==> config.mk <==
export PLATFORM = sky130hd
export DESIGN_NAME = unsigned_radix_to_ascii
export DESIGN_NICKNAME = d
export VERILOG_FILES = /design/src/design/urta_pkg.sv /design/src/design/unsigned_radix_to_ascii.sv
export SDC_FILE = /design/constraint.sdc
export NUM_CORES = 1
export LEC_CHECK = 0
export BUFFER_PORTS_ARGS = -buffer_cell sky130_fd_sc_hd__buf_2
export CORE_MARGIN = 5
export CORE_UTILIZATION = 43
export DETAILED_ROUTE_END_ITERATION = 10
export PLACE_DENSITY = 0.61
export SLEW_MARGIN = 20
export SYNTH_ARGS = -nofsm -noshare
export SYNTH_HDL_FRONTEND = slang
export SYNTH_SLANG_ARGS = --single-unit
==> constraint.sdc <==
create_clock -name clk -period 6.3 [get_ports clk]
set_input_delay 0 -clock clk [delete_from_list [all_inputs] [get_ports clk]]
set_output_delay 0 -clock clk [all_outputs]
set_load 0.005 [all_outputs]
==> src/design/urta_pkg.sv <==
// ----------------------------------------------------------------------------
// urta_pkg: shared constants and helpers for the radix-to-ASCII converter
// Radix limits, default sizes and the digit-to-character mapping.
// ----------------------------------------------------------------------------
package urta_pkg;

	localparam int VALUE_BITS_DEF = 32;
	localparam int MAX_DIGITS_DEF = 32;

	localparam int RADIX_W  = 5;
	localparam int DIGIT_W  = 4;
	localparam int CHAR_W   = 7;
	localparam int IN_W     = 32;

	localparam logic [RADIX_W-1:0] RADIX_MIN   = 5'd2;
	localparam logic [RADIX_W-1:0] RADIX_MAX   = 5'd16;
	localparam logic [RADIX_W-1:0] RADIX_RESET = 5'd10;

	localparam logic [CHAR_W-1:0] CHAR_ZERO  = 7'h30;  // '0'
	localparam logic [CHAR_W-1:0] CHAR_NINE  = 7'h39;  // '9'
	localparam logic [CHAR_W-1:0] CHAR_LOW_A = 7'h61;  // 'a'
	localparam logic [CHAR_W-1:0] CHAR_LOW_F = 7'h66;  // 'f'
	localparam logic [CHAR_W-1:0] CHAR_NONE  = 7'h00;

	// digit value 0..15 -> '0'..'9', 'a'..'f'
	function automatic logic [CHAR_W-1:0] glyph(input logic [DIGIT_W-1:0] d);
		logic [CHAR_W-1:0] d_ext;
		d_ext = {{(CHAR_W-DIGIT_W){1'b0}}, d};
		if (d < 4'd10) begin
			return CHAR_ZERO + d_ext;
		end else begin
			return CHAR_LOW_A - 7'd10 + d_ext;
		end
	endfunction

endpackage

==> src/design/unsigned_radix_to_ascii.sv <==
// ----------------------------------------------------------------------------
// unsigned_radix_to_ascii: unsigned integer to lower-case ASCII digits
// Bit-serial restoring division by the radix forms the digits least
// significant first on a digit stack; they are popped most significant first.
// ----------------------------------------------------------------------------
// Operation: one quotient bit per cycle through the shared divider forms
//   each digit, then the digits transfer out one per cycle while the output
//   is not stalled; an invalid radix gives a single error result instead.
// Throughput: one item at a time; the input stalls until the last result is loaded.
// Reset: arst_n clears the control state and the output valid, and sets radix
//   to 10; the digit stack is not reset.
module unsigned_radix_to_ascii
	import urta_pkg::*;
#(
	parameter int VALUE_BITS = VALUE_BITS_DEF,
	parameter int MAX_DIGITS = MAX_DIGITS_DEF
) (
	input  logic                clk,
	input  logic                arst_n,
	input  logic                cfg_wr_en,
	input  logic [RADIX_W-1:0]  cfg_wr_data,
	input  logic                in_valid,
	output logic                in_stall,
	input  logic [IN_W-1:0]     value_in,
	output logic                out_valid,
	input  logic                out_stall,
	output logic [CHAR_W-1:0]   digit_char,
	output logic                last_digit,
	output logic                base_error
);

	localparam int BW = (VALUE_BITS > 1) ? $clog2(VALUE_BITS) : 1;
	localparam int CW = $clog2(MAX_DIGITS + 1);
	localparam logic [BW-1:0] BIT_LAST = BW'(VALUE_BITS - 1);
	localparam logic [CW-1:0] DIG_LAST = CW'(MAX_DIGITS - 1);
	localparam logic [CW-1:0] DIG_ONE  = CW'(1);

	typedef enum logic [3:0] {
		ST_IDLE = 4'b0001,
		ST_DIV  = 4'b0010,
		ST_EMIT = 4'b0100,
		ST_ERR  = 4'b1000
	} state_t;

	state_t                  state_q;
	logic [RADIX_W-1:0]      radix_q;
	logic [BW-1:0]           bit_cnt_q;
	logic [CW-1:0]           dig_cnt_q;
	logic [VALUE_BITS-1:0]   val_q;
	logic [DIGIT_W-1:0]      rem_q;
	logic [DIGIT_W-1:0]      stack_q [MAX_DIGITS];
	logic                    out_valid_q;
	logic [CHAR_W-1:0]       digit_char_q;
	logic                    last_digit_q;
	logic                    base_error_q;

	logic                    radix_ok;
	logic [RADIX_W-1:0]      trial;
	logic                    q_bit;
	logic [RADIX_W-1:0]      rem_nx;
	logic [VALUE_BITS-1:0]   val_nx;
	logic                    accept;
	logic                    div_end;
	logic                    out_free;
	logic                    push;
	logic                    pop;
	logic                    load_err;

	assign radix_ok = (radix_q >= RADIX_MIN) && (radix_q <= RADIX_MAX);

	// one restoring-division step: bring down the next dividend bit
	assign trial  = {rem_q, val_q[VALUE_BITS-1]};
	assign q_bit  = (trial >= radix_q);
	assign rem_nx = q_bit ? (trial - radix_q) : trial;
	assign val_nx = {val_q[VALUE_BITS-2:0], q_bit};

	assign accept   = (state_q == ST_IDLE) && in_valid;
	assign div_end  = (state_q == ST_DIV) && (bit_cnt_q == '0);
	assign out_free = !out_valid_q || !out_stall;
	assign push     = div_end;
	assign pop      = (state_q == ST_EMIT) && out_free;
	assign load_err = (state_q == ST_ERR) && out_free;

	always_ff @(posedge clk or negedge arst_n) begin
		if (!arst_n) begin
			radix_q <= RADIX_RESET;
		end else if (cfg_wr_en) begin
			radix_q <= cfg_wr_data;
		end
	end

	always_ff @(posedge clk or negedge arst_n) begin
		if (!arst_n) begin
			state_q   <= ST_IDLE;
			bit_cnt_q <= '0;
			dig_cnt_q <= '0;
		end else begin
			case (state_q)
				ST_IDLE: begin
					if (in_valid) begin
						bit_cnt_q <= BIT_LAST;
						dig_cnt_q <= '0;
						state_q   <= radix_ok ? ST_DIV : ST_ERR;
					end
				end
				ST_DIV: begin
					if (bit_cnt_q == '0) begin
						bit_cnt_q <= BIT_LAST;
						dig_cnt_q <= dig_cnt_q + DIG_ONE;
						// stop once the quotient runs out or the stack is full
						if ((val_nx == '0) || (dig_cnt_q == DIG_LAST)) begin
							state_q <= ST_EMIT;
						end
					end else begin
						bit_cnt_q <= bit_cnt_q - BW'(1);
					end
				end
				ST_EMIT: begin
					if (out_free) begin
						dig_cnt_q <= dig_cnt_q - DIG_ONE;
						if (dig_cnt_q == DIG_ONE) begin
							state_q <= ST_IDLE;
						end
					end
				end
				ST_ERR: begin
					if (out_free) begin
						state_q <= ST_IDLE;
					end
				end
				default: begin
					state_q <= ST_IDLE;
				end
			endcase
		end
	end

	// dividend/quotient shift register and partial remainder
	always_ff @(posedge clk) begin
		if (accept) begin
			val_q <= VALUE_BITS'(value_in);
			rem_q <= '0;
		end else if (state_q == ST_DIV) begin
			val_q <= val_nx;
			rem_q <= div_end ? '0 : rem_nx[DIGIT_W-1:0];
		end
	end

	// digit stack: push at the bottom while dividing, pop from the bottom
	always_ff @(posedge clk) begin
		if (push) begin
			stack_q[0] <= rem_nx[DIGIT_W-1:0];
			for (int i = 1; i < MAX_DIGITS; i++) begin
				stack_q[i] <= stack_q[i-1];
			end
		end else if (pop) begin
			for (int i = 0; i < MAX_DIGITS - 1; i++) begin
				stack_q[i] <= stack_q[i+1];
			end
		end
	end

	always_ff @(posedge clk or negedge arst_n) begin
		if (!arst_n) begin
			out_valid_q <= 1'b0;
		end else if (pop || load_err) begin
			out_valid_q <= 1'b1;
		end else if (!out_stall) begin
			out_valid_q <= 1'b0;
		end
	end

	always_ff @(posedge clk) begin
		if (pop) begin
			digit_char_q <= glyph(stack_q[0]);
			last_digit_q <= (dig_cnt_q == DIG_ONE);
			base_error_q <= 1'b0;
		end else if (load_err) begin
			digit_char_q <= CHAR_NONE;
			last_digit_q <= 1'b1;
			base_error_q <= 1'b1;
		end
	end

	assign in_stall   = (state_q != ST_IDLE);
	assign out_valid  = out_valid_q;
	assign digit_char = digit_char_q;
	assign last_digit = last_digit_q;
	assign base_error = base_error_q;

endmodule

* After elaboration in Yosys (flattened, before gate mapping)
Memories as Yosys holds them, arrays and structs flattened. Index checks and enable logic that the tools add are counted.
Operators by class: add/subtract/negate cells 6, bitwise logic cells 31, magnitude comparators 4, reduce and logical (&&, ||, !) cells 19, muxes and demuxes 62, equality and inequality tests 14
Operator list (number):
- 4-bit 2-to-1 mux | 40
- 32-bit 2-to-1 mux | 2
- 32-bit logical NOT | 1
- 1-bit OR | 31
- 7-bit 2-to-1 mux | 3
- 6-bit 2-to-1 mux | 3
- 6-bit case mux with 3 select lines | 1
- 4-bit case mux with 4 select lines | 1
- 5-bit 2-to-1 mux | 2
- 2-bit inequality test, second input constant | 5
- 5-bit case mux with 2 select lines | 1
- 1-bit 2-to-1 mux | 9
- 6-bit by 4-bit adder with 7-bit output, first input constant | 1
- 7-bit by 4-bit adder with 7-bit output, first input constant | 1
- 6-bit by 1-bit adder with 6-bit output, second input constant | 1
- 6-bit by 1-bit equality test with 1-bit output, second input constant | 1
- 6-bit by 5-bit equality test with 1-bit output, second input constant | 1
- 6-bit AND reduction | 1
- 2-bit nonzero test | 3
- 6-bit by 1-bit subtractor with 6-bit output, second input constant | 1
- 5-bit by 2-bit greater-or-equal comparator with 1-bit output, second input constant | 1
- 5-bit greater-or-equal comparator | 1
- 5-bit <= comparator, second input constant | 1
- 1-bit logical AND | 5
- 15 further kinds | 19
Storage, ports and cells: RAM bits 128, word-level logic and storage cells 147, memories kept 1, input bits 42, output and inout port bits 11, flip-flop bits (word level) 66
Memories:
- stack_q | words 32, width 4, rd ports 32, clocked after memory_dff 0, write ports 32, line unsigned_radix_to_ascii.sv:51 | logic [DIGIT_W-1:0] stack_q [MAX_DIGITS];

* Depth between registers and ports, before layout
Gate-level depths: netlist of the first run.
depth in word-level cells 7, mapped depth 8, depth with buffers taken out 7

* Least setup slack after synthesis of the first run
Ideal clock, no wire load.
path kind flip-flop to flip-flop, start register bit_cnt_q[0], end memory stack_q[0][0], enable pin, stages on the path, launching flop included 7, path slack 1681 ps, data arrival time 4132 ps, library setup time 487 ps, required time 5813 ps, period minus slack after synthesis 4619 ps, path buffers 1, cell sequence dfrtp_1 > inv_1 > ha_1 > nor4b_1 > nand2_1 > clkbuf_1 > nand2_1
RTL lines:
- start, declared | line unsigned_radix_to_ascii.sv:47 | logic [BW-1:0] bit_cnt_q;
- start signal, assigned | line unsigned_radix_to_ascii.sv:115 | bit_cnt_q <= bit_cnt_q - BW'(1);
- end, declared | line unsigned_radix_to_ascii.sv:51

==> results of run 1 <==
==> synth_stat cells, types with 3 or more instances <==
cell type / count / area, sq um
a211oi_1: 3 / 22.5
a21oi_1: 18 / 90.1
a22oi_1: 3 / 22.5
a31oi_1: 4 / 25.0
buf_2: 17 / 85.1
clkbuf_1: 19 / 71.3
dfrtp_1: 18 / 450
dfstp_2: 3 / 78.8
dfxtp_1: 5 / 100
edfxtp_1: 168 / 5040
ha_1: 10 / 125
inv_1: 15 / 56.3
inv_2: 3 / 11.3
mux2_2: 33 / 372
mux2i_1: 3 / 30.0
nand2_1: 388 / 1460
nand4_1: 3 / 18.8
nor2_1: 16 / 60.1
nor2b_1: 3 / 18.8
nor3_1: 6 / 30.0
nor4_1: 10 / 62.6
o21ai_0: 24 / 120
o21bai_1: 3 / 22.5
o22ai_1: 3 / 18.8
o31ai_1: 5 / 37.5
==> timing repair <==
action,CTS,global route
hold buffers,49,0
resized for setup,0,0
setup buffers,0,0
endpoints found under the hold margin,61,0
==> worst min-delay path by stage <==
stage / slack, ns / cells past startpoint / from / endpoint
after CTS: 0.06 / 2 / arst_n / radix_q[0]
after global routing: 0.13 / 2 / arst_n / bit_cnt_q[1]
after floorplan: -0.30 / 0 / arst_n / bit_cnt_q[0]
final: 0.1 / 2 / arst_n / radix_q[0]
after detailed placement: -0.01 / 1 / arst_n / radix_q[0]
after global placement: -0.003 / 1 / arst_n / radix_q[0]
==> per-layer routing <==
metal  GRT usage  part of all wire  vias up
met5           0                 0        -
met4      0.0467             0.015        0
met3      0.0321             0.034       17
met2       0.223              0.47       97
met1       0.200              0.48     2770
li1            -                 -     2949
==> layout make-up <==
cell class / count / area, sq um / share of cell area
well taps: 270 / 338 / 0.0328
multi-input cells: 563 / 2840 / 0.276
flip-flops and latches: 194 / 5670 / 0.551
clock buffers: 18 / 429 / 0.0416
repair buffers: 109 / 811 / 0.0787
clock inverters: 14 / 143 / 0.0138
inverters: 18 / 67.6 / 0.00656
==> kinds of logic after synthesis <==
kind of cell | after synthesis | share of synthesized area
AO/OA/AOI/OAI | 71 | 0.0511
XOR/XNOR | 4 | 0.00401
adder cells (fa/ha/maj) | 11 | 0.0166
buffers and inverters | 56 | 0.0273
flip-flops | 194 | 0.649
multiplexers | 36 | 0.0459
AND/OR/NAND/NOR | 441 | 0.206
==> power by group through the flow <==
stage,Combinational (mW),Sequential [mW],Clock [mW]
2_1_floorplan,0.798,1.99,0
3_3_place_gp,0.990,2.03,0
3_5_place_dp,1.00,2.03,0
4_1_cts,1.03,2.01,1.10
5_1_grt,1.16,2.04,1.15
6_report,1.02,2.01,1.07
==> critical path, stage by stage, from the launching register on <==
cell     delay [ns]
dfrtp_1        0.38
inv_1          0.09
ha_1           0.23
nor4b_1        0.49
nand2_2        0.09
buf_4          0.31
nand2_4        0.84
buf_4          0.62
==> per-stage QoR <==
stage	utilization	setup WS, ns	cells	hold WS [ns]
after floorplan	-	1.68	813	-0.296
final	0.513	2.81	1186	0.0973
after CTS	0.513	2.77	1186	0.0571
after global routing	0.513	2.57	1186	0.132
after detailed placement	0.460	2.78	1105	-0.0142
after global placement	0.460	2.82	1105	-0.00280
==> flip-flops by register name, indices dropped and copies added (netlist names) <==
signal and flops:
state_q 4, radix_q 5, bit_cnt_q 5, val_q 32, out_valid 1, rem_q 4
stack_q 128, base_error 1, last_digit 1, digit_char 7, dig_cnt_q 6
==> qor.csv, run 1 <==
stage;metric;value;unit
synth;Synth Register Bits;194;
synth;Gate Count Post-Synth;813;
clocking;Clock Sinks;194;
floorplanning;# rows;52;
run;MaxCap Viol Count;0;
sta;minimum clock period;3.49;ns
power_and_ir_drop;worst vdd ir;0.172;mV
power_and_ir_drop;Power Dens Cells;397;nW/um^2
worst_setup_path;worst setup path startpoint;bit_cnt_q[0];
clocking;CTS tree;built;
power_and_ir_drop;Overall Power;4.09;mW
sta;max-slew violations;0;
worst_setup_path;Critical Path Source Type;flop;
drt;# DRC;0;
sta;clock skew;0.0120;ns
global_route;pin count of the biggest net entering global routing;82;
placement;placed cell area;9240;sq um
cells_and_area;share of cells above drive strength 1;0.152;
cells_and_area;nets@finish;956;
global_route;final global-route overflow total;0;
synth;main flop type after synthesis;edfxtp_1;
clocking;H-Tree Level Count;4;
clocking;cts bufs inserted;17;
sta;Rel. slew slack;0.302;
worst_setup_path;CP endpoint;stack_q[1][52];
floorplanning;# IOs;53;
worst_setup_path;Worst R2R Setup Slack;2.81;ns
worst_setup_path;CP endpoint kind;flop;
global_route;first-pass GRT wire length;27800;um
floorplanning;die width;153;um
global_route;vias in the first global route;5733;
synth;Mapped Area;8750;sq um
cells_and_area;most common library cell in the layout ignoring fill and taps;nand2_1;
power_and_ir_drop;Net Sw Frac;0.316;
sta;Worst Max-Slew Pin Slew;1.05;ns
cells_and_area;ANT cells;0;
cells_and_area;most frequent cells in the layout;nand2_1 (386), edfxtp_1 (168), buf_2 (52);
power_and_ir_drop;leakage;4.15;nW
worst_setup_path;WP data arrival;3.54;ns
drt;iteration count of the initial detailed-routing pass;5;
synth;Post-synth EDFFs;168;
drt;total wire length;16300;um
sta;TNS Setup;0;ns
sta;Max Clk Rate;0.287;GHz
worst_hold_path;worst min path class;primary input to async pin;
sta;RSZ-0062 raised after global routing;no;
worst_setup_path;critical path peak fanout;81;
power_and_ir_drop;net load switching power;1.29;mW
synth;syn_area_per_cell;10.8;sq um
clocking;clk slew on worst S/H paths;0.07;ns
synth;post-synthesis async set-or-reset flop share;0.108;
synth;register area share after synthesis;0.649;
placement;DP HPWL;9720;um
placement;Buffers on Ports;52;
clocking;clock root buffer;clkbuf_16;
worst_setup_path;Crit Reg-Reg Endpoint;stack_q[1][52];
worst_setup_path;Setup Crit Path Kind;flop to flop;
power_and_ir_drop;Flop pwr share;0.491;
placement;GPL Wtd Cong;0.754;
global_route;initial antenna violation count;0;
sta;Final setup viols;0;
sta;Final period util;0.553;
outcome;status;completed;
cells_and_area;Finished Cell Area;10300;sq um
drt;WL per Instance;13.7;um
drt;routed via count;5833;
power_and_ir_drop;clock share of power;0.261;
drt;Final ANT Viol Nets;0;
worst_setup_path;R2R cell count;7;
worst_setup_path;required time of the critical path;6.36;ns
sta;final hold vios;0;
synth;synth warn;0;
power_and_ir_drop;Internal;2.80;mW
power_and_ir_drop;combinational share of power;0.248;
synth;Net Count, Synth;866;
floorplanning;Initial Util;0.435;
clocking;clock buffer depth;2;
floorplanning;Die Y;153;um
floorplanning;Die ar.;23300;sq um
drt;Vias per Instance;4.92;
drt;initial DRC count;403;
cells_and_area;Fill cells;1791;
synth;Synth cell types;47;
global_route;GRT Total Usage;0.143;
floorplanning;core area;20100;sq um
cells_and_area;P&R area growth vs syn;17.8;%
worst_setup_path;r2r startpoint;bit_cnt_q[0];
clocking;Clock Latency Late Sink;0.43;ns
Power figures use the tool's default switching activity.
==> run 2, diff against run 1 <==
--- a/config.mk
+++ b/config.mk
@@ -5,11 +5,12 @@
 export SDC_FILE = /design/constraint.sdc
 export NUM_CORES = 1
 export LEC_CHECK = 0
+export ABC_AREA = 1
 export BUFFER_PORTS_ARGS = -buffer_cell sky130_fd_sc_hd__buf_2
 export CORE_MARGIN = 5
 export CORE_UTILIZATION = 43
 export DETAILED_ROUTE_END_ITERATION = 10
-export PLACE_DENSITY = 0.61
+export PLACE_DENSITY = 0.63
 export SLEW_MARGIN = 20
 export SYNTH_ARGS = -nofsm -noshare
 export SYNTH_HDL_FRONTEND = slang
==> constraint.sdc (replaced) <==
create_clock -name clk -period 3.04 [get_ports clk]
set_input_delay 0 -clock clk [delete_from_list [all_inputs] [get_ports clk]]
set_output_delay 0 -clock clk [all_outputs]
set_load 0.005 [all_outputs]
==> run 2 against run 1 <==
First-iteration DRC count increased by 3.7%. Power increased by 55%. Routed wire length increased by 3.2%. Critical endpoint is now stack_q[1][59]. Synthesized cell count increased by 4.7%. Final cell count increased by 4.1%. Largest power group unchanged. Cell area increased by 2.1%. Highest routed layer unchanged. Worst hold slack got worse by 0.044 ns.
==> qor.csv, run 2 <==
stage;metric;value;unit;change
outcome;status;completed;;unchanged
global_route;met3 Use GR;0.0335;;was 0.0321
synth;Synth cell types;38;;was 47
synth;Gate Count Post-Synth;851;;was 813
global_route;initial antenna violation count;0;;unchanged
floorplanning;Die Y;154;um;was 153 um
power_and_ir_drop;net load switching power;1.59;mW;was 1.29 mW
power_and_ir_drop;combinational share of power;0.124;;was 0.248
drt;iteration count of the initial detailed-routing pass;4;;was 5
worst_setup_path;R2R cell count;6;;was 7
sta;minimum clock period;2.19;ns;was 3.49 ns
drt;WL per Instance;13.6;um;was 13.7 um
clocking;Clock Latency Late Sink;0.43;ns;about the same
floorplanning;# IOs;53;;unchanged
clocking;clock root buffer;clkbuf_16;;unchanged
global_route;met1 usage;0.212;;was 0.200
sta;final hold vios;0;;unchanged
cells_and_area;max reg flops;128;;unchanged
placement;GPL Wtd Cong;0.832;;was 0.754
cells_and_area;share of cells above drive strength 1;0.156;;was 0.152
drt;Final ANT Viol Nets;0;;unchanged
drt;Vias per Instance;4.84;;was 4.92
cells_and_area;largest register by flop count;stack_q;;unchanged
worst_setup_path;CP max stage delay;0.45;ns;was 0.84 ns
synth;synth warn;0;;unchanged
synth;count leader, synth;nand2_1;;unchanged
cells_and_area;ANT cells;0;;unchanged
synth;Synth Register Bits;194;;unchanged
global_route;first-pass GRT wire length;28500;um;was 27800 um
cells_and_area;Finished Core Util;0.517;;was 0.513
synth;Synth area leaders;edfxtp_1 (56%), nand2_1 (14%), dfrtp_1 (5.0%);;was edfxtp_1 (58%), nand2_1 (17%), dfrtp_1 (5.1%)
clocking;setup bufs post-CTS;0;;unchanged
cells_and_area;sequential cell area;5670;sq um;unchanged
worst_setup_path;WP data arrival;2.31;ns;was 3.54 ns
cells_and_area;P&R area growth vs syn;17.6;%;was 17.8%
worst_setup_path;required time of the critical path;3.17;ns;was 6.36 ns
global_route;vias in the first global route;5837;;was 5733
synth;main flop type after synthesis;edfxtp_1;;unchanged
synth;Post-synth EDFFs;168;;unchanged
clocking;cts bufs inserted;17;;unchanged
power_and_ir_drop;Internal;4.73;mW;was 2.80 mW
floorplanning;# rows;52;;unchanged
cells_and_area;most frequent cells in the layout;nand2_1 (330), edfxtp_1 (168), o21ai_0 (74);;was nand2_1 (386), edfxtp_1 (168), buf_2 (52)
drt;# DRC;0;;unchanged
power_and_ir_drop;Flop pwr share;0.532;;was 0.491
worst_setup_path;slowest cell on the critical path;nand2_4;;unchanged
clocking;hold-fix buffer count after cts;49;;unchanged
worst_setup_path;Setup Crit Path Kind;flop to flop;;unchanged
global_route;M2 GR Usage;0.219;;was 0.223
sta;RSZ-0062 raised after global routing;no;;unchanged
global_route;GRT Total Usage;0.146;;was 0.143
synth;Net Count, Synth;904;;was 866
drt;total wire length;16800;um;was 16300 um
worst_setup_path;most used cell, CP;nand2_2;;was buf_4
floorplanning;core area;20400;sq um;was 20100 sq um
power_and_ir_drop;leakage;4.42;nW;was 4.15 nW
clocking;Clock Sinks;194;;unchanged
synth;register area share after synthesis;0.634;;was 0.649
clocking;clock buffer depth;2;;unchanged
power_and_ir_drop;clock share of power;0.344;;was 0.261
cells_and_area;Fill cells;1759;;was 1791
floorplanning;Die ar.;23800;sq um;was 23300 sq um
run;MaxCap Viol Count;0;;unchanged
cells_and_area;nets@finish;1005;;was 956
floorplanning;die width;154;um;was 153 um
clocking;clk slew on worst S/H paths;0.07;ns;about the same
sta;Final setup viols;0;;unchanged
power_and_ir_drop;worst vdd ir;0.391;mV;was 0.172 mV
drt;initial DRC count;418;;was 403
cells_and_area;multi-input logic area;2760;sq um;was 2840 sq um
cells_and_area;most common library cell in the layout ignoring fill and taps;nand2_1;;unchanged
global_route;pin count of the biggest net entering global routing;69;;was 82
worst_setup_path;Critical Path Source Type;flop;;unchanged
worst_setup_path;CP endpoint kind;flop;;unchanged
sta;clock skew;0.00760;ns;was 0.0120 ns
sta;Worst Max-Slew Pin Slew;0.573;ns;was 1.05 ns
synth;Mapped Area;8950;sq um;was 8750 sq um
power_and_ir_drop;Power Dens Cells;601;nW/um^2;was 397 nW/um^2
synth;Yosys top cell area share;0.564;;was 0.577
global_route;final global-route overflow total;0;;unchanged
synth;synth cell count leaders;nand2_1 (331), edfxtp_1 (168), o21ai_0 (74);;was nand2_1 (388), edfxtp_1 (168), mux2_2 (33)
synth;syn_area_per_cell;10.5;sq um;was 10.8 sq um
sta;Rel. slew slack;0.618;;was 0.302
clocking;post_cts resized;0;;unchanged
placement;Buffers on Ports;52;;unchanged
worst_setup_path;crit-path cells;nor2_1 > nand2_2 > inv_2 > nand2_2 > nand2_4 > buf_4;;was inv_1 > ha_1 > nor4b_1 > nand2_2 > buf_4 > nand2_4 > buf_4
sta;TNS Setup;0;ns;unchanged
drt;routed via count;5977;;was 5833
sta;max-slew violations;0;;unchanged
power_and_ir_drop;Net Sw Frac;0.251;;was 0.316
worst_setup_path;critical path peak fanout;36;;was 81
sta;Max Clk Rate;0.457;GHz;was 0.287 GHz
worst_hold_path;worst min path class;primary input to async pin;;unchanged
sta;Final period util;0.719;;was 0.553
placement;DP HPWL;10500;um;was 9720 um
global_route;grt peak-use layer;met2;;unchanged
floorplanning;Initial Util;0.440;;was 0.435
synth;post-synthesis async set-or-reset flop share;0.108;;unchanged
synth;largest area contributor in the netlist;edfxtp_1;;unchanged
clocking;CTS tree;built;;unchanged
clocking;H-Tree Level Count;4;;unchanged
## run 2: changes by cell type in the layout (fill, tap and decap cells not counted), moves of 10 or more
cell / previous run / this run
nand2_1: 386 / 330
inv_1: 15 / 66
o21ai_0: 24 / 74
mux2_2: 33 / 5
mux2_4: 0 / 26
nor2_1: 16 / 38
nand3_1: 0 / 14
o21ai_1: 0 / 11
a21oi_1: 18 / 8
nor4_1: 10 / 0
## run 2: final timing paths
| kind | start | endpoint | slack (ns) |
|---|---|---|---|
| setup / recovery | state_q[1] | stack_q[1][59] | 0.85 |
| hold / removal | arst_n | dig_cnt_q[1] | 0.05 |
| setup reg to reg | state_q[1] | stack_q[1][59] | 0.85 |
| hold reg to reg | stack_q[1][59] | stack_q[1][63] | 0.45 |
| max in group asynchronous | arst_n | radix_q[1] | 2.63 |
| min in group clk | cfg_wr_en | radix_q[1] | 0.39 |
## run 2: layout make-up
cell class                 count  share of cell area
clock inverter                15              0.0137
multi-input combinational    551               0.263
clock buffer                  17              0.0404
inverter                      74              0.0265
sequential                   194               0.539
tap                          270              0.0321
timing repair buffer         114              0.0854
## run 2: power by group through the flow
stage | clock, mW | sequential [mW] | combinational [mW]
6_report | 2.17 | 3.36 | 0.786
5_1_grt | 2.33 | 3.40 | 0.897
4_1_cts | 2.22 | 3.36 | 0.777
3_5_place_dp | 0 | 3.41 | 0.728
3_3_place_gp | 0 | 3.41 | 0.705
2_1_floorplan | 0 | 3.35 | 0.568
## run 2: stage by stage
| step | cell area, sq um | power (mW) | hold slack [ns] | worst slack (ns) | std cells |
|---|---|---|---|---|---|
| after floorplan | 8960 | 3.92 | -0.296 | 0.607 | 851 |
| after global placement | 9460 | 4.12 | -0.00666 | 0.884 | 1154 |
| after detailed placement | 9460 | 4.14 | -0.00868 | 0.844 | 1154 |
| after CTS | 10500 | 6.35 | 0.0591 | 0.837 | 1235 |
| after global routing | 10500 | 6.63 | 0.103 | 0.686 | 1235 |
| final | 10500 | 6.32 | 0.0533 | 0.853 | 1235 |
## run 2: kinds of logic (layout without fill, tap and decap cells)
logic type | count (synthesis) | count (layout) | synth area share
XOR/XNOR | 4 | 4 | 0.00391
flip-flops | 194 | 194 | 0.634
AO/OA/AOI/OAI | 103 | 103 | 0.0611
adder cells (fa/ha/maj) | 11 | 11 | 0.0162
multiplexers | 31 | 31 | 0.0499
buffers and inverters | 106 | 220 | 0.0581
AND/OR/NAND/NOR | 402 | 402 | 0.177
## run 2: per-layer routing
metal / up-vias / wire, um
li1: 3031 / -
met1: 2797 / 8310
met5: - / 0
met2: 126 / 7520
met4: 0 / 259
met3: 23 / 730
## run 2: critical path, delay by kind of cell, from the launching register on
kind | cells | cell delay [ns]
flip-flops | 1 | 0.40
AND/OR/NAND/NOR | 4 | 1.03
buffers and inverters | 2 | 0.44
==> run 3, diff against run 2 <==
--- a/config.mk
+++ b/config.mk
@@ -10,7 +10,7 @@
 export CORE_MARGIN = 5
 export CORE_UTILIZATION = 43
 export DETAILED_ROUTE_END_ITERATION = 10
-export PLACE_DENSITY = 0.63
+export PLACE_DENSITY = 0.61
 export SLEW_MARGIN = 20
 export SYNTH_ARGS = -nofsm -noshare
 export SYNTH_HDL_FRONTEND = slang
==> constraint.sdc (replaced) <==
create_clock -name clk -period 2.1 [get_ports clk]
set_input_delay 0 -clock clk [delete_from_list [all_inputs] [get_ports clk]]
set_output_delay 0 -clock clk [all_outputs]
set_load 0.005 [all_outputs]
==> run 3 against run 2 <==
Clock skew about the same. Final cell count is 0.24% higher. Worst hold slack better by 0.016 ns. Register-to-register slack got worse by 0.67 ns. Combinational power up 40%. Critical path type unchanged. Die area stayed put. Fmax increased by 14%.
==> qor.csv, run 3 (synthesized netlist as in run 2, its figures left out) <==
stage;metric;value;unit;change
power_and_ir_drop;Net Sw Frac;0.241;;was 0.251
power_and_ir_drop;clock share of power;0.349;;was 0.344
cells_and_area;max reg flops;128;;unchanged
worst_setup_path;most used cell, CP;nand2_1;;was nand2_2
cells_and_area;nets@finish;1008;;was 1005
power_and_ir_drop;combinational share of power;0.120;;was 0.124
global_route;initial antenna violation count;0;;unchanged
global_route;vias in the first global route;5732;;was 5837
drt;Final ANT Viol Nets;0;;unchanged
clocking;CTS tree;built;;unchanged
worst_setup_path;r2r startpoint;radix_q[3];;was state_q[1]
drt;Vias per Instance;4.81;;was 4.84
worst_setup_path;Crit Reg-Reg Endpoint;stack_q[0][1];;was stack_q[1][59]
worst_setup_path;family with the most delay on the worst path;flip-flops;;was simple AND/OR/NAND/NOR gates
floorplanning;core area;20400;sq um;unchanged
cells_and_area;share of cells above drive strength 1;0.161;;was 0.156
drt;iteration count of the initial detailed-routing pass;5;;was 4
power_and_ir_drop;leakage;4.47;nW;was 4.42 nW
worst_setup_path;WP data arrival;2.08;ns;was 2.31 ns
clocking;clk slew on worst S/H paths;0.07;ns;about the same
sta;minimum clock period;1.91;ns;was 2.19 ns
global_route;first-pass GRT wire length;27500;um;was 28500 um
outcome;status;completed;;unchanged
clocking;H-Tree Level Count;4;;unchanged
cells_and_area;largest register by flop count;stack_q;;unchanged
worst_setup_path;Critical Path Source Type;flop;;unchanged
clocking;clock root buffer;clkbuf_16;;unchanged
placement;DP HPWL;10300;um;was 10500 um
worst_setup_path;CP max stage delay;0.53;ns;was 0.45 ns
drt;# DRC;0;;unchanged
sta;clock skew;0.00799;ns;was 0.00760 ns
sta;Final setup viols;0;;unchanged
cells_and_area;Finished Cell Area;10600;sq um;was 10500 sq um
clocking;Clock Sinks;194;;unchanged
sta;Final period util;0.912;;was 0.719
cells_and_area;most frequent cells in the layout;nand2_1 (330), edfxtp_1 (168), o21ai_0 (72);;was nand2_1 (330), edfxtp_1 (168), o21ai_0 (74)
worst_hold_path;worst min path class;primary input to async pin;;unchanged
drt;WL per Instance;13.2;um;was 13.6 um
sta;max-slew violations;0;;unchanged
cells_and_area;ANT cells;0;;unchanged
worst_setup_path;crit-path cells;inv_1 > ha_1 > nand2_1 > inv_1 > nand2_1 > nand3_2 > inv_2 > nand2_1 > o21ai_1 > o21ai_0;;was nor2_1 > nand2_2 > inv_2 > nand2_2 > nand2_4 > buf_4
sta;final hold vios;0;;unchanged
drt;initial DRC count;337;;was 418
placement;Buffers on Ports;52;;unchanged
clocking;cts bufs inserted;17;;unchanged
global_route;pin count of the biggest net entering global routing;57;;was 69
drt;total wire length;16400;um;was 16800 um
power_and_ir_drop;net load switching power;2.21;mW;was 1.59 mW
cells_and_area;P&R area growth vs syn;18.8;%;was 17.6%
run;MaxCap Viol Count;0;;unchanged
global_route;GRT Total Usage;0.140;;was 0.146
worst_setup_path;critical path buffer and inverter count;3;;was 2
power_and_ir_drop;Flop pwr share;0.531;;was 0.532
floorplanning;die width;154;um;unchanged
clocking;Clock Latency Late Sink;0.43;ns;about the same
placement;GPL Wtd Cong;0.780;;was 0.832
power_and_ir_drop;Internal;6.95;mW;was 4.73 mW
worst_setup_path;required time of the critical path;2.27;ns;was 3.17 ns
sta;TNS Setup;0;ns;unchanged
floorplanning;Initial Util;0.440;;unchanged
global_route;final global-route overflow total;0;;unchanged
power_and_ir_drop;Power Dens Cells;862;nW/um^2;was 601 nW/um^2
power_and_ir_drop;worst vdd ir;0.587;mV;was 0.391 mV
worst_setup_path;number of cells on the critical path;10;;was 6
worst_setup_path;Setup Crit Path Kind;flop to flop;;unchanged
clocking;clock buffer depth;2;;unchanged
floorplanning;# rows;52;;unchanged
sta;Rel. slew slack;0.669;;was 0.618
worst_setup_path;Worst R2R Setup Slack;0.19;ns;was 0.85 ns
worst_setup_path;critical path peak fanout;6;;was 36
placement;placed cell area;9560;sq um;was 9460 sq um
floorplanning;Die Y;154;um;unchanged
sta;RSZ-0062 raised after global routing;no;;unchanged
worst_setup_path;CP endpoint kind;flop;;unchanged
worst_setup_path;slowest cell on the critical path;dfstp_2;;was nand2_4
sta;Worst Max-Slew Pin Slew;0.497;ns;was 0.573 ns
floorplanning;# IOs;53;;unchanged
sta;Max Clk Rate;0.522;GHz;was 0.457 GHz
drt;routed via count;5951;;was 5977
floorplanning;Die ar.;23800;sq um;unchanged
worst_setup_path;R2R cell count;10;;was 6
cells_and_area;most common library cell in the layout ignoring fill and taps;nand2_1;;unchanged
clocking;setup bufs post-CTS;0;;unchanged
-- run 3: routing by layer --
layer	routed length [um]	share of wire	vias up	track usage
met5	0	0	-	0
met4	192	0.012	0	0.0404
met3	509	0.031	15	0.0310
met2	7280	0.44	86	0.210
met1	8420	0.51	2806	0.207
li1	-	-	3044	-
-- run 3: timing repair --
| item | CTS | global route |
|---|---|---|
| hold endpoints to repair | 60 | 0 |
| resized for setup | 0 | 5 |
| hold buffers | 49 | 0 |
| setup endpoints to repair | 0 | 7 |
-- run 3: worst reg2reg max path, delay by kind of cell, from the launching register on --
kind	cells	cell delay (ns)
and+or+nand+nor	4	0.33
buffers and inverters	3	0.22
adders and majority gates	1	0.31
DFF	1	0.53
AOI/OAI and AO/OA	2	0.27
-- run 3: area by class of cell --
type / count / area (sq um)
multi-input cells: 551 / 2780
well taps: 270 / 338
repair buffers: 117 / 987
clock buffers: 17 / 425
fillers: 1783 / 9730
clock inverters: 15 / 151
inverters: 74 / 279
flip-flops and latches: 194 / 5670
-- run 3: stage by stage --
stage	setup slack [ns]	cells	hold slack, ns	total power, mW	util
3_3_place_gp	0.0758	1157	-0.00300	5.92	0.469
3_5_place_dp	0.0171	1157	-0.00563	5.95	0.469
4_1_cts	0.00134	1238	0.0656	9.22	0.522
2_1_floorplan	0.0456	851	-0.296	5.67	-
6_report	0.186	1238	0.0693	9.16	0.522
5_1_grt	0.0182	1238	0.113	9.57	0.522
-- run 3: how the worst max path moves through the flow --
| stage | start | end | slack [ns] |
|---|---|---|---|
| after floorplan | bit_cnt_q[0] | stack_q[0][0] | 0.05 |
| after global routing | radix_q[3] | stack_q[0][1] | 0.02 |
| after detailed placement | radix_q[3] | stack_q[0][1] | 0.02 |
| after global placement | radix_q[1] | stack_q[0][1] | 0.08 |
| final | radix_q[3] | stack_q[0][1] | 0.19 |
| after CTS | radix_q[3] | stack_q[0][1] | 0.001 |
-- run 3: power groups by stage --
stage          Combinational, mW  Clock [mW]  Sequential [mW]
4_1_cts                     1.08        3.27             4.86
6_report                    1.10        3.20             4.86
3_5_place_dp                1.01           0             4.94
2_1_floorplan              0.822           0             4.85
5_1_grt                     1.25        3.42             4.90
3_3_place_gp               0.983           0             4.94
